--- config.mk ---
export PLATFORM = sky130hd
export DESIGN_NAME = h264_rtp_fua_packetizer
export DESIGN_NICKNAME = d
export VERILOG_FILES = /design/src/rtl/h264fua_pkg.sv /design/src/rtl/h264fua_seq.sv /design/src/rtl/h264_rtp_fua_packetizer.sv
export SDC_FILE = /design/constraint.sdc
export NUM_CORES = 1
export LEC_CHECK = 0
export BUFFER_PORTS_ARGS = -buffer_cell sky130_fd_sc_hd__buf_2
export CAP_MARGIN = 20
export CORE_MARGIN = 3
export CORE_UTILIZATION = 30
export DETAILED_ROUTE_END_ITERATION = 12
export GPL_TIMING_DRIVEN = 0
export PLACE_DENSITY = 0.59
export RECOVER_POWER = 50
export SETUP_SLACK_MARGIN = 0.1
export SYNTH_ARGS = -nofsm -noshare
export SYNTH_HDL_FRONTEND = slang
export SYNTH_SLANG_ARGS = --single-unit
--- constraint.sdc ---
create_clock -name clk_i -period 13.62 [get_ports clk_i]
set_input_delay 0.681 -clock clk_i [delete_from_list [all_inputs] [get_ports clk_i]]
set_output_delay 0.681 -clock clk_i [all_outputs]
set_load 0.05 [all_outputs]
--- src/rtl/h264fua_pkg.sv ---
`default_nettype none

package h264fua_pkg;

  // NAL unit types that get special handling.
  localparam logic [4:0] NAL_TYPE_SEI = 5'd6;
  localparam logic [4:0] NAL_TYPE_SPS = 5'd7;
  localparam logic [4:0] NAL_TYPE_PPS = 5'd8;
  localparam logic [4:0] FUA_TYPE     = 5'd28;

  localparam int unsigned FRAG_W = 11;
  localparam int unsigned LEN_W  = 16;
  localparam int unsigned SEQ_W  = 16;
  localparam int unsigned TS_W   = 32;
  localparam int unsigned CFG_DATA_W = 32;

  localparam logic [FRAG_W-1:0] MIN_FRAGMENT       = 11'd1024;
  localparam logic [FRAG_W-1:0] RST_MAX_FRAGMENT   = 11'd1360;
  localparam logic [TS_W-1:0]   RST_TIMESTAMP_STEP = 32'd3000;

  typedef enum logic [1:0] {
    CFG_MAX_FRAGMENT,
    CFG_TIMESTAMP_STEP,
    CFG_START_SEQUENCE,
    CFG_START_TIMESTAMP
  } cfg_idx_e;

  typedef struct packed {
    logic [7:0]       nal_header;
    logic [LEN_W-1:0] nal_length;
  } in_item_t;

  typedef struct packed {
    logic [7:0]       fu_ind;
    logic [7:0]       fu_hdr;
    logic             fragmented;
    logic [LEN_W-1:0] payload_offset;
    logic [LEN_W-1:0] payload_length;
    logic [SEQ_W-1:0] rtp_seq;
    logic [TS_W-1:0]  timestamp;
    logic             last;
  } out_item_t;

  // Microcode step addresses.
  typedef enum logic [1:0] {
    STEP_ACCEPT,
    STEP_FRAG,
    STEP_SINGLE
  } step_e;

  // Branch conditions tested by a control word.
  typedef enum logic [1:0] {
    COND_NEVER,
    COND_SINGLE,
    COND_MORE
  } cond_e;

  typedef struct packed {
    logic  accept;  // take an input transaction, load the datapath
    logic  emit;    // write one descriptor to the output register
    logic  frag;    // descriptor is an FU-A fragment
    cond_e cond;
    step_e jmp;     // next step when the condition holds
    step_e nxt;     // next step otherwise
  } ctrl_t;

  typedef struct packed {
    logic in_valid;
    logic out_free;
    logic single;   // incoming unit goes out as a single packet
    logic more;     // bytes remain after the current fragment
  } seq_status_t;

  typedef struct packed {
    ctrl_t word;
    logic  fire;    // the current step completes this cycle
  } seq_out_t;

  // Control store. A whole unit is one accept step followed by one emit step
  // per packet.
  function automatic ctrl_t ucode_rom(step_e step);
    ctrl_t w;
    w = '{accept: 1'b0, emit: 1'b0, frag: 1'b0, cond: COND_NEVER,
          jmp: STEP_ACCEPT, nxt: STEP_ACCEPT};
    unique case (step)
      STEP_ACCEPT: begin
        w.accept = 1'b1;
        w.cond   = COND_SINGLE;
        w.jmp    = STEP_SINGLE;
        w.nxt    = STEP_FRAG;
      end
      STEP_FRAG: begin
        w.emit = 1'b1;
        w.frag = 1'b1;
        w.cond = COND_MORE;
        w.jmp  = STEP_FRAG;
        w.nxt  = STEP_ACCEPT;
      end
      STEP_SINGLE: begin
        w.emit = 1'b1;
        w.nxt  = STEP_ACCEPT;
      end
      default: begin
        w.nxt = STEP_ACCEPT;
      end
    endcase
    return w;
  endfunction

endpackage

`default_nettype wire

--- src/rtl/h264fua_seq.sv ---
`default_nettype none

// Step counter and control store of the packetizer.
module h264fua_seq (
  input  wire                            clk_i,
  input  wire                            rst_ni,
  input  wire h264fua_pkg::seq_status_t  status_i,
  output h264fua_pkg::seq_out_t          ctrl_o
);

  h264fua_pkg::step_e pc_q, pc_d;
  h264fua_pkg::ctrl_t word;
  logic               taken;
  logic               fire;

  assign word = h264fua_pkg::ucode_rom(pc_q);

  always_comb begin
    unique case (word.cond)
      h264fua_pkg::COND_NEVER:  taken = 1'b0;
      h264fua_pkg::COND_SINGLE: taken = status_i.single;
      h264fua_pkg::COND_MORE:   taken = status_i.more;
      default:                  taken = 1'b0;
    endcase
  end

  // A step holds while it waits for an input or for room in the output.
  assign fire = !(word.accept && !status_i.in_valid) &&
                !(word.emit && !status_i.out_free);

  always_comb begin
    pc_d = pc_q;
    if (fire) begin
      pc_d = taken ? word.jmp : word.nxt;
    end
  end

  always_ff @(posedge clk_i or negedge rst_ni) begin
    if (!rst_ni) begin
      pc_q <= h264fua_pkg::STEP_ACCEPT;
    end else begin
      pc_q <= pc_d;
    end
  end

  assign ctrl_o = '{word: word, fire: fire};

endmodule

`default_nettype wire

--- src/rtl/h264_rtp_fua_packetizer.sv ---
`default_nettype none

// H.264 RTP packetizer for FU-A. Each input transaction names one NAL unit by
// its header byte and total length, and the block answers with one packet
// descriptor per RTP packet. SPS and PPS always go out as a single packet
// without a timestamp step; other units up to the fragment size go out as a
// single packet and step the timestamp unless they are SEI; longer units are
// cut into FU-A fragments of the fragment size over the bytes after the
// header byte, and only the first fragment steps the timestamp, unless the
// unit is SEI. Every packet increments the 16-bit sequence number first. A
// fragment size below 1024 is raised to 1024. Control comes from a three-step
// microcode program: one step accepts the unit and one step emits each
// descriptor, and an emit step waits while the output register is held by
// the consumer. The output register lets the last descriptor wait while the
// next transaction is accepted. Writing start_sequence or start_timestamp
// loads the matching counter; configuration is meant to be written while
// the block is idle.
module h264_rtp_fua_packetizer (
  input  wire                                     clk_i,
  input  wire                                     rst_ni,
  input  wire                                     in_valid_i,
  output logic                                    in_ready_o,
  input  wire h264fua_pkg::in_item_t              in_data_i,
  output logic                                    out_valid_o,
  input  wire                                     out_ready_i,
  output h264fua_pkg::out_item_t                  out_data_o,
  input  wire                                     cfg_we_i,
  input  wire h264fua_pkg::cfg_idx_e              cfg_idx_i,
  input  wire [h264fua_pkg::CFG_DATA_W-1:0]       cfg_data_i
);

  localparam int unsigned LW = h264fua_pkg::LEN_W;
  localparam int unsigned FW = h264fua_pkg::FRAG_W;

  // Configuration registers and packet counters.
  logic [FW-1:0]                   max_frag_q;
  logic [h264fua_pkg::TS_W-1:0]    ts_step_q;
  logic [h264fua_pkg::SEQ_W-1:0]   seq_q, seq_d;
  logic [h264fua_pkg::TS_W-1:0]    ts_q, ts_d;

  // Datapath registers of the unit in progress.
  logic [7:0]    hdr_q;
  logic [LW-1:0] off_q;
  logic [LW-1:0] left_q;
  logic          first_q;

  logic                    out_valid_q;
  h264fua_pkg::out_item_t  out_data_q, pkt;

  h264fua_pkg::seq_status_t status;
  h264fua_pkg::seq_out_t    ctrl;

  logic [FW-1:0] frag_eff;
  logic [LW-1:0] frag_ext;
  logic [4:0]    in_type;
  logic          in_single;
  logic [4:0]    cur_type;
  logic          cur_sei;
  logic          cur_pset;
  logic          more;
  logic          do_step;
  logic          accept_fire;
  logic          emit_fire;

  // The fragment size in effect never drops below the minimum.
  assign frag_eff = (max_frag_q < h264fua_pkg::MIN_FRAGMENT) ? h264fua_pkg::MIN_FRAGMENT
                                                             : max_frag_q;
  assign frag_ext = {{(LW-FW){1'b0}}, frag_eff};

  // The single-packet decision is made on the incoming fields during the
  // accept step, so the first descriptor follows in the emit step after it.
  assign in_type   = in_data_i.nal_header[4:0];
  assign in_single = (in_type == h264fua_pkg::NAL_TYPE_SPS) ||
                     (in_type == h264fua_pkg::NAL_TYPE_PPS) ||
                     (in_data_i.nal_length <= frag_ext);

  assign cur_type = hdr_q[4:0];
  assign cur_sei  = (cur_type == h264fua_pkg::NAL_TYPE_SEI);
  assign cur_pset = (cur_type == h264fua_pkg::NAL_TYPE_SPS) ||
                    (cur_type == h264fua_pkg::NAL_TYPE_PPS);

  // While fragmenting, left_q counts the body bytes not yet sent.
  assign more = (left_q > frag_ext);

  assign status = '{in_valid: in_valid_i,
                    out_free: !out_valid_q || out_ready_i,
                    single:   in_single,
                    more:     more};

  h264fua_seq u_seq (
    .clk_i    (clk_i),
    .rst_ni   (rst_ni),
    .status_i (status),
    .ctrl_o   (ctrl)
  );

  assign in_ready_o  = ctrl.word.accept;
  assign accept_fire = ctrl.fire && ctrl.word.accept;
  assign emit_fire   = ctrl.fire && ctrl.word.emit;

  // Only the first packet of a NAL unit moves the timestamp: a single
  // packet unless it is a parameter set or SEI, or the first fragment of a
  // non-SEI unit.
  assign do_step = ctrl.word.frag ? (first_q && !cur_sei) : (!cur_sei && !cur_pset);

  assign seq_d = seq_q + 16'd1;
  assign ts_d  = ts_q + (do_step ? ts_step_q : '0);

  // Descriptor of the packet being emitted in this step.
  always_comb begin
    pkt.rtp_seq   = seq_d;
    pkt.timestamp = ts_d;
    if (ctrl.word.frag) begin
      pkt.fu_ind         = {1'b0, hdr_q[6:5], h264fua_pkg::FUA_TYPE};
      pkt.fu_hdr         = {first_q, !more, 1'b0, cur_type};
      pkt.fragmented     = 1'b1;
      pkt.payload_offset = off_q;
      pkt.payload_length = more ? frag_ext : left_q;
      pkt.last           = !more;
    end else begin
      pkt.fu_ind         = 8'd0;
      pkt.fu_hdr         = 8'd0;
      pkt.fragmented     = 1'b0;
      pkt.payload_offset = '0;
      pkt.payload_length = left_q;
      pkt.last           = 1'b1;
    end
  end

  // Configuration registers and the sequence and timestamp counters.
  always_ff @(posedge clk_i or negedge rst_ni) begin
    if (!rst_ni) begin
      max_frag_q <= h264fua_pkg::RST_MAX_FRAGMENT;
      ts_step_q  <= h264fua_pkg::RST_TIMESTAMP_STEP;
      seq_q      <= '0;
      ts_q       <= '0;
    end else begin
      if (emit_fire) begin
        seq_q <= seq_d;
        ts_q  <= ts_d;
      end
      if (cfg_we_i) begin
        case (cfg_idx_i)
          h264fua_pkg::CFG_MAX_FRAGMENT:    max_frag_q <= cfg_data_i[FW-1:0];
          h264fua_pkg::CFG_TIMESTAMP_STEP:  ts_step_q  <= cfg_data_i;
          h264fua_pkg::CFG_START_SEQUENCE:  seq_q      <= cfg_data_i[h264fua_pkg::SEQ_W-1:0];
          h264fua_pkg::CFG_START_TIMESTAMP: ts_q       <= cfg_data_i;
          default: ;
        endcase
      end
    end
  end

  // Unit datapath: a single packet keeps the whole length in left_q, a
  // fragmented unit starts after the header byte and walks forward by one
  // fragment per emitted descriptor.
  always_ff @(posedge clk_i or negedge rst_ni) begin
    if (!rst_ni) begin
      first_q <= 1'b0;
    end else if (accept_fire) begin
      first_q <= 1'b1;
    end else if (emit_fire) begin
      first_q <= 1'b0;
    end
  end

  always_ff @(posedge clk_i) begin
    if (accept_fire) begin
      hdr_q  <= in_data_i.nal_header;
      off_q  <= 16'd1;
      left_q <= in_single ? in_data_i.nal_length : (in_data_i.nal_length - 16'd1);
    end else if (emit_fire && ctrl.word.frag) begin
      off_q  <= off_q + frag_ext;
      left_q <= left_q - frag_ext;
    end
  end

  // Output register.
  always_ff @(posedge clk_i or negedge rst_ni) begin
    if (!rst_ni) begin
      out_valid_q <= 1'b0;
    end else if (emit_fire) begin
      out_valid_q <= 1'b1;
    end else if (out_ready_i) begin
      out_valid_q <= 1'b0;
    end
  end

  always_ff @(posedge clk_i) begin
    if (emit_fire) begin
      out_data_q <= pkt;
    end
  end

  assign out_valid_o = out_valid_q;
  assign out_data_o  = out_data_q;

  // A descriptor is only written when the output register is free.
  assert property (@(posedge clk_i) disable iff (!rst_ni)
    emit_fire |-> (!out_valid_q || out_ready_i))
    else $error("descriptor written over a pending transaction");

  // Every emitted packet advances the sequence number by exactly one.
  assert property (@(posedge clk_i) disable iff (!rst_ni)
    (emit_fire && !cfg_we_i) |=> (seq_q == $past(seq_q) + 16'd1))
    else $error("sequence number did not advance by one");

  // The final fragment of a unit returns the program to the accept step.
  assert property (@(posedge clk_i) disable iff (!rst_ni)
    (emit_fire && ctrl.word.frag && !more) |=> in_ready_o)
    else $error("sequencer did not return after the last fragment");

  // A fragment descriptor always carries the FU-A type in its indicator.
  assert property (@(posedge clk_i) disable iff (!rst_ni)
    (out_valid_o && out_data_o.fragmented) |->
      (out_data_o.fu_ind[4:0] == h264fua_pkg::FUA_TYPE))
    else $error("fragment without FU-A indicator type");

endmodule

`default_nettype wire
==> flow_metrics.py <==
metrics = {
    "run_status": {
        "status": "finished, violations left",
        "failed_checks": "max-capacitance violations, max-slew violations",
    },
    "yosys": {
        "ys_warn_count": 0,
        "synth.avg_cell_area_sq_um": 10.5,
        "synth_async_sr_flop_share": 0.422,
        "synth_flop_cell": "edfxtp_1",
        "yosysSeqAreaShare": 0.500,
        "synth_seq_cells": 225,
        "synth_edf_count": 114,
        "synth.distinct_cells": 70,
        "synthesis.instances": 1164,
        "syn_area_sq_um": 12300,
    },
    "routing": {
        "num_vias": 9400,
        "drt_iter0_markers": 568,
        "vias_per_cell": 4.96,
        "drcViolationCount": 0,
        "ant_nets": 0,
        "dr.pass1.iters": 5,
        "postRouteWirelength_mm": 35.1,
        "post_drt_wl_per_cell_microns": 18.5,
    },
    "clocking": {
        "clock_sinks": 225,
        "cts_buffers": 25,
        "cts_tree": "yes",
        "clkSlewWorstSetupHoldPaths_ps": 60,
        "htree_levels": 1,
        "cts_hold_buf": 0,
        "clk_latency_ps": 530,
        "clockBufferDepth": 3,
        "post-cts-setup-buffers": 0,
        "cts_resized": 0,
        "cts_root_buffer": "clkbuf_16",
    },
    "critical_path": {
        "critPathKind": "flip-flop to flip-flop",
        "r2r_slack_ps": 8570,
        "r2r_end": "ts_q[26]",
        "startpoint_type": "flip-flop",
        "crit_required_ps": 14080,
        "reg2reg_depth": 17,
        "regToRegStartpoint": "u_seq.pc_q[1]",
        "crit_path_end_kind": "flip-flop",
        "cp.arrival_ps": 5510,
        "cp_max_fo": 10,
    },
    "global_route": {
        "grt_start_max_net_pins": 53,
        "track_usage": 0.157,
        "grt-ovfl-total": 0,
        "antenna_found_initial": 5,
        "grt_pass1_wl_mm": 54.3,
        "grt_pass1_vias": 9424,
    },
    "floorplanning": {
        "initial_core_util": 0.306,
        "die_w_microns": 208,
        "io_pins": 163,
        "fp.dieH_microns": 208,
        "dieArea_sq_um": 43400,
        "core-area_sq_um": 40100,
        "rows": 73,
    },
    "cells_and_area": {
        "nets": 1486,
        "multi_input_area_sq_um": 5780,
        "area_delta_synth_final_pct": 18.2,
        "final_cell_mix": "144 x clkbuf_1, 114 x edfxtp_1, 111 x nand2_1",
        "drive_gt1_frac": 0.134,
        "fill_cells": 4010,
        "final_common_cell": "clkbuf_1",
        "seq_area_sq_um": 6130,
    },
    "pwr": {
        "switching_share": 0.471,
        "comb_power_share": 0.529,
        "p_total_mw": 4.22,
        "power.density_nw_per_um2": 291,
        "power_frac_clock": 0.171,
        "power_frac_seq": 0.300,
        "internal-power_mw": 2.23,
        "power.switching_mw": 1.99,
        "leakage_nw": 5.72,
        "max-vdd-ir-drop_mv": 0.119,
    },
    "sta": {
        "rsz0062_at_grt": "false",
        "setup_violations": 0,
        "finalMaxSlewViolations": 98,
        "period_needed_ps": 5050,
        "fmax_ghz": 0.198,
        "worst_pin_slew_ps": 2940,
        "fin_crit_sh": 0.371,
        "tns_ps": 0,
        "setup_ws_ps": 8570,
        "clock-skew-final_ps": 15.2,
        "max_slew_margin": -0.958,
        "hold_viol": 0,
    },
    "place": {
        "io_buffers": 157,
        "pre_cts_ws_ps": 8550,
        "dp_hpwl_mm": 26.5,
        "place_congestion": 0.875,
    },
    "worst_hold_path": {
        "hold_start": "in_data_i[21]",
        "hold_end": "hdr_q[5]",
        "min_path_cells": 1,
        "worstHoldPathType": "input pin to flip-flop",
    },
    "flow_run": {
        "max_cap_violations": 2,
    },
}
-- stage by stage --
stage	std cells	utilization	hold WS (ps)	area, sq um
6_report	1897	0.362	338	14500
5_1_grt	1897	0.362	315	14500
4_1_cts	1896	0.366	159	14700
3_5_place_dp	1851	0.344	478	13800
3_3_place_gp	1849	0.342	475	13700
2_1_floorplan	1167	-	385	12300
-- registers in the layout (all words and copies together), names as in the netlist --
signal       cells
out_data_o      91
ts_q            32
ts_step_q       32
left_q          16
off_q           16
seq_q           16
max_frag_q      11
hdr_q            7
u_seq.pc_q       2
first_q          1
out_valid_o      1
-- metal layers --
layer  global-route usage  vias up  part of all wire
met5                    0        -            0.0015
met3               0.0302       39             0.059
met2                0.246      227              0.44
li1                     -     4548                 -
met4               0.0351        8             0.017
met1                0.226     4578              0.48
-- power groups by stage --
stage / Combinational (mW) / Clock (mW) / Sequential [mW]
floorplan: 1.23 / 0 / 1.70
global placement: 2.23 / 0 / 1.30
detailed placement: 2.26 / 0 / 1.27
CTS: 2.28 / 0.744 / 1.26
global route: 2.44 / 0.769 / 1.30
finish: 2.23 / 0.722 / 1.26
-- worst max-delay path, stage by stage (launching register included) --
cell and delay, ps:
dfrtp_1 380, inv_1 120, ha_1 290, inv_1 170, o21ai_0 180, a21oi_1 80
a21oi_1 530, clkbuf_1 450, and2_1 200, ha_1 300, a21oi_1 270, o21ai_0 150
a2111oi_0 950, o21ai_1 280, a21boi_1 250, xnor2_1 200, nand2_1 80, nand3_1 100
-- synthesized netlist by cell type, drive strengths merged, types with 16 or more instances --
library cell,count,area share
edfxtp,114,0.28
nand2,111,0.034
xor2,33,0.024
nor3,20,0.0082
clkbuf,38,0.012
and2,57,0.029
dfxtp,16,0.026
dfrtp,84,0.17
a31oi,19,0.0097
ha,67,0.068
nor2,88,0.027
a21oi,98,0.040
mux2,52,0.048
nand3,33,0.013
xnor2,57,0.041
inv,37,0.011
o21ai,38,0.016
-- logic make-up after synthesis --
logic type / share of synthesized area
adders and majority gates: 0.0732
other: 0.000306
muxes: 0.0526
xor gates and xnor gates: 0.0642
buffers and inverters: 0.0297
DFF: 0.500
AOI/OAI and AO/OA: 0.124
and+or+nand+nor: 0.156
-- worst max-delay path by stage --
stage | cells past startpoint | startpoint | to
final | 17 | u_seq.pc_q[1] | ts_q[26]
after CTS | 17 | u_seq.pc_q[1] | ts_q[30]
after detailed placement | 17 | u_seq.pc_q[1] | ts_q[30]
after global placement | 7 | in_valid_i | seq_q[1]
after floorplan | 6 | u_seq.pc_q[0] | out_data_o[0]
after global routing | 2 | rst_ni | seq_q[6]
-- area by class of cell --
type / count / share of cell area
clock buffers: 29 / 0.0448
multi-input cells: 854 / 0.399
clock inverters: 16 / 0.0154
well taps: 525 / 0.0453
flip-flops and latches: 225 / 0.423
diodes: 1 / 0.000172
inverters: 38 / 0.00983
plain buffers: 50 / 0.0155
repair buffers: 159 / 0.0475
Power figures use the tool's default switching activity.
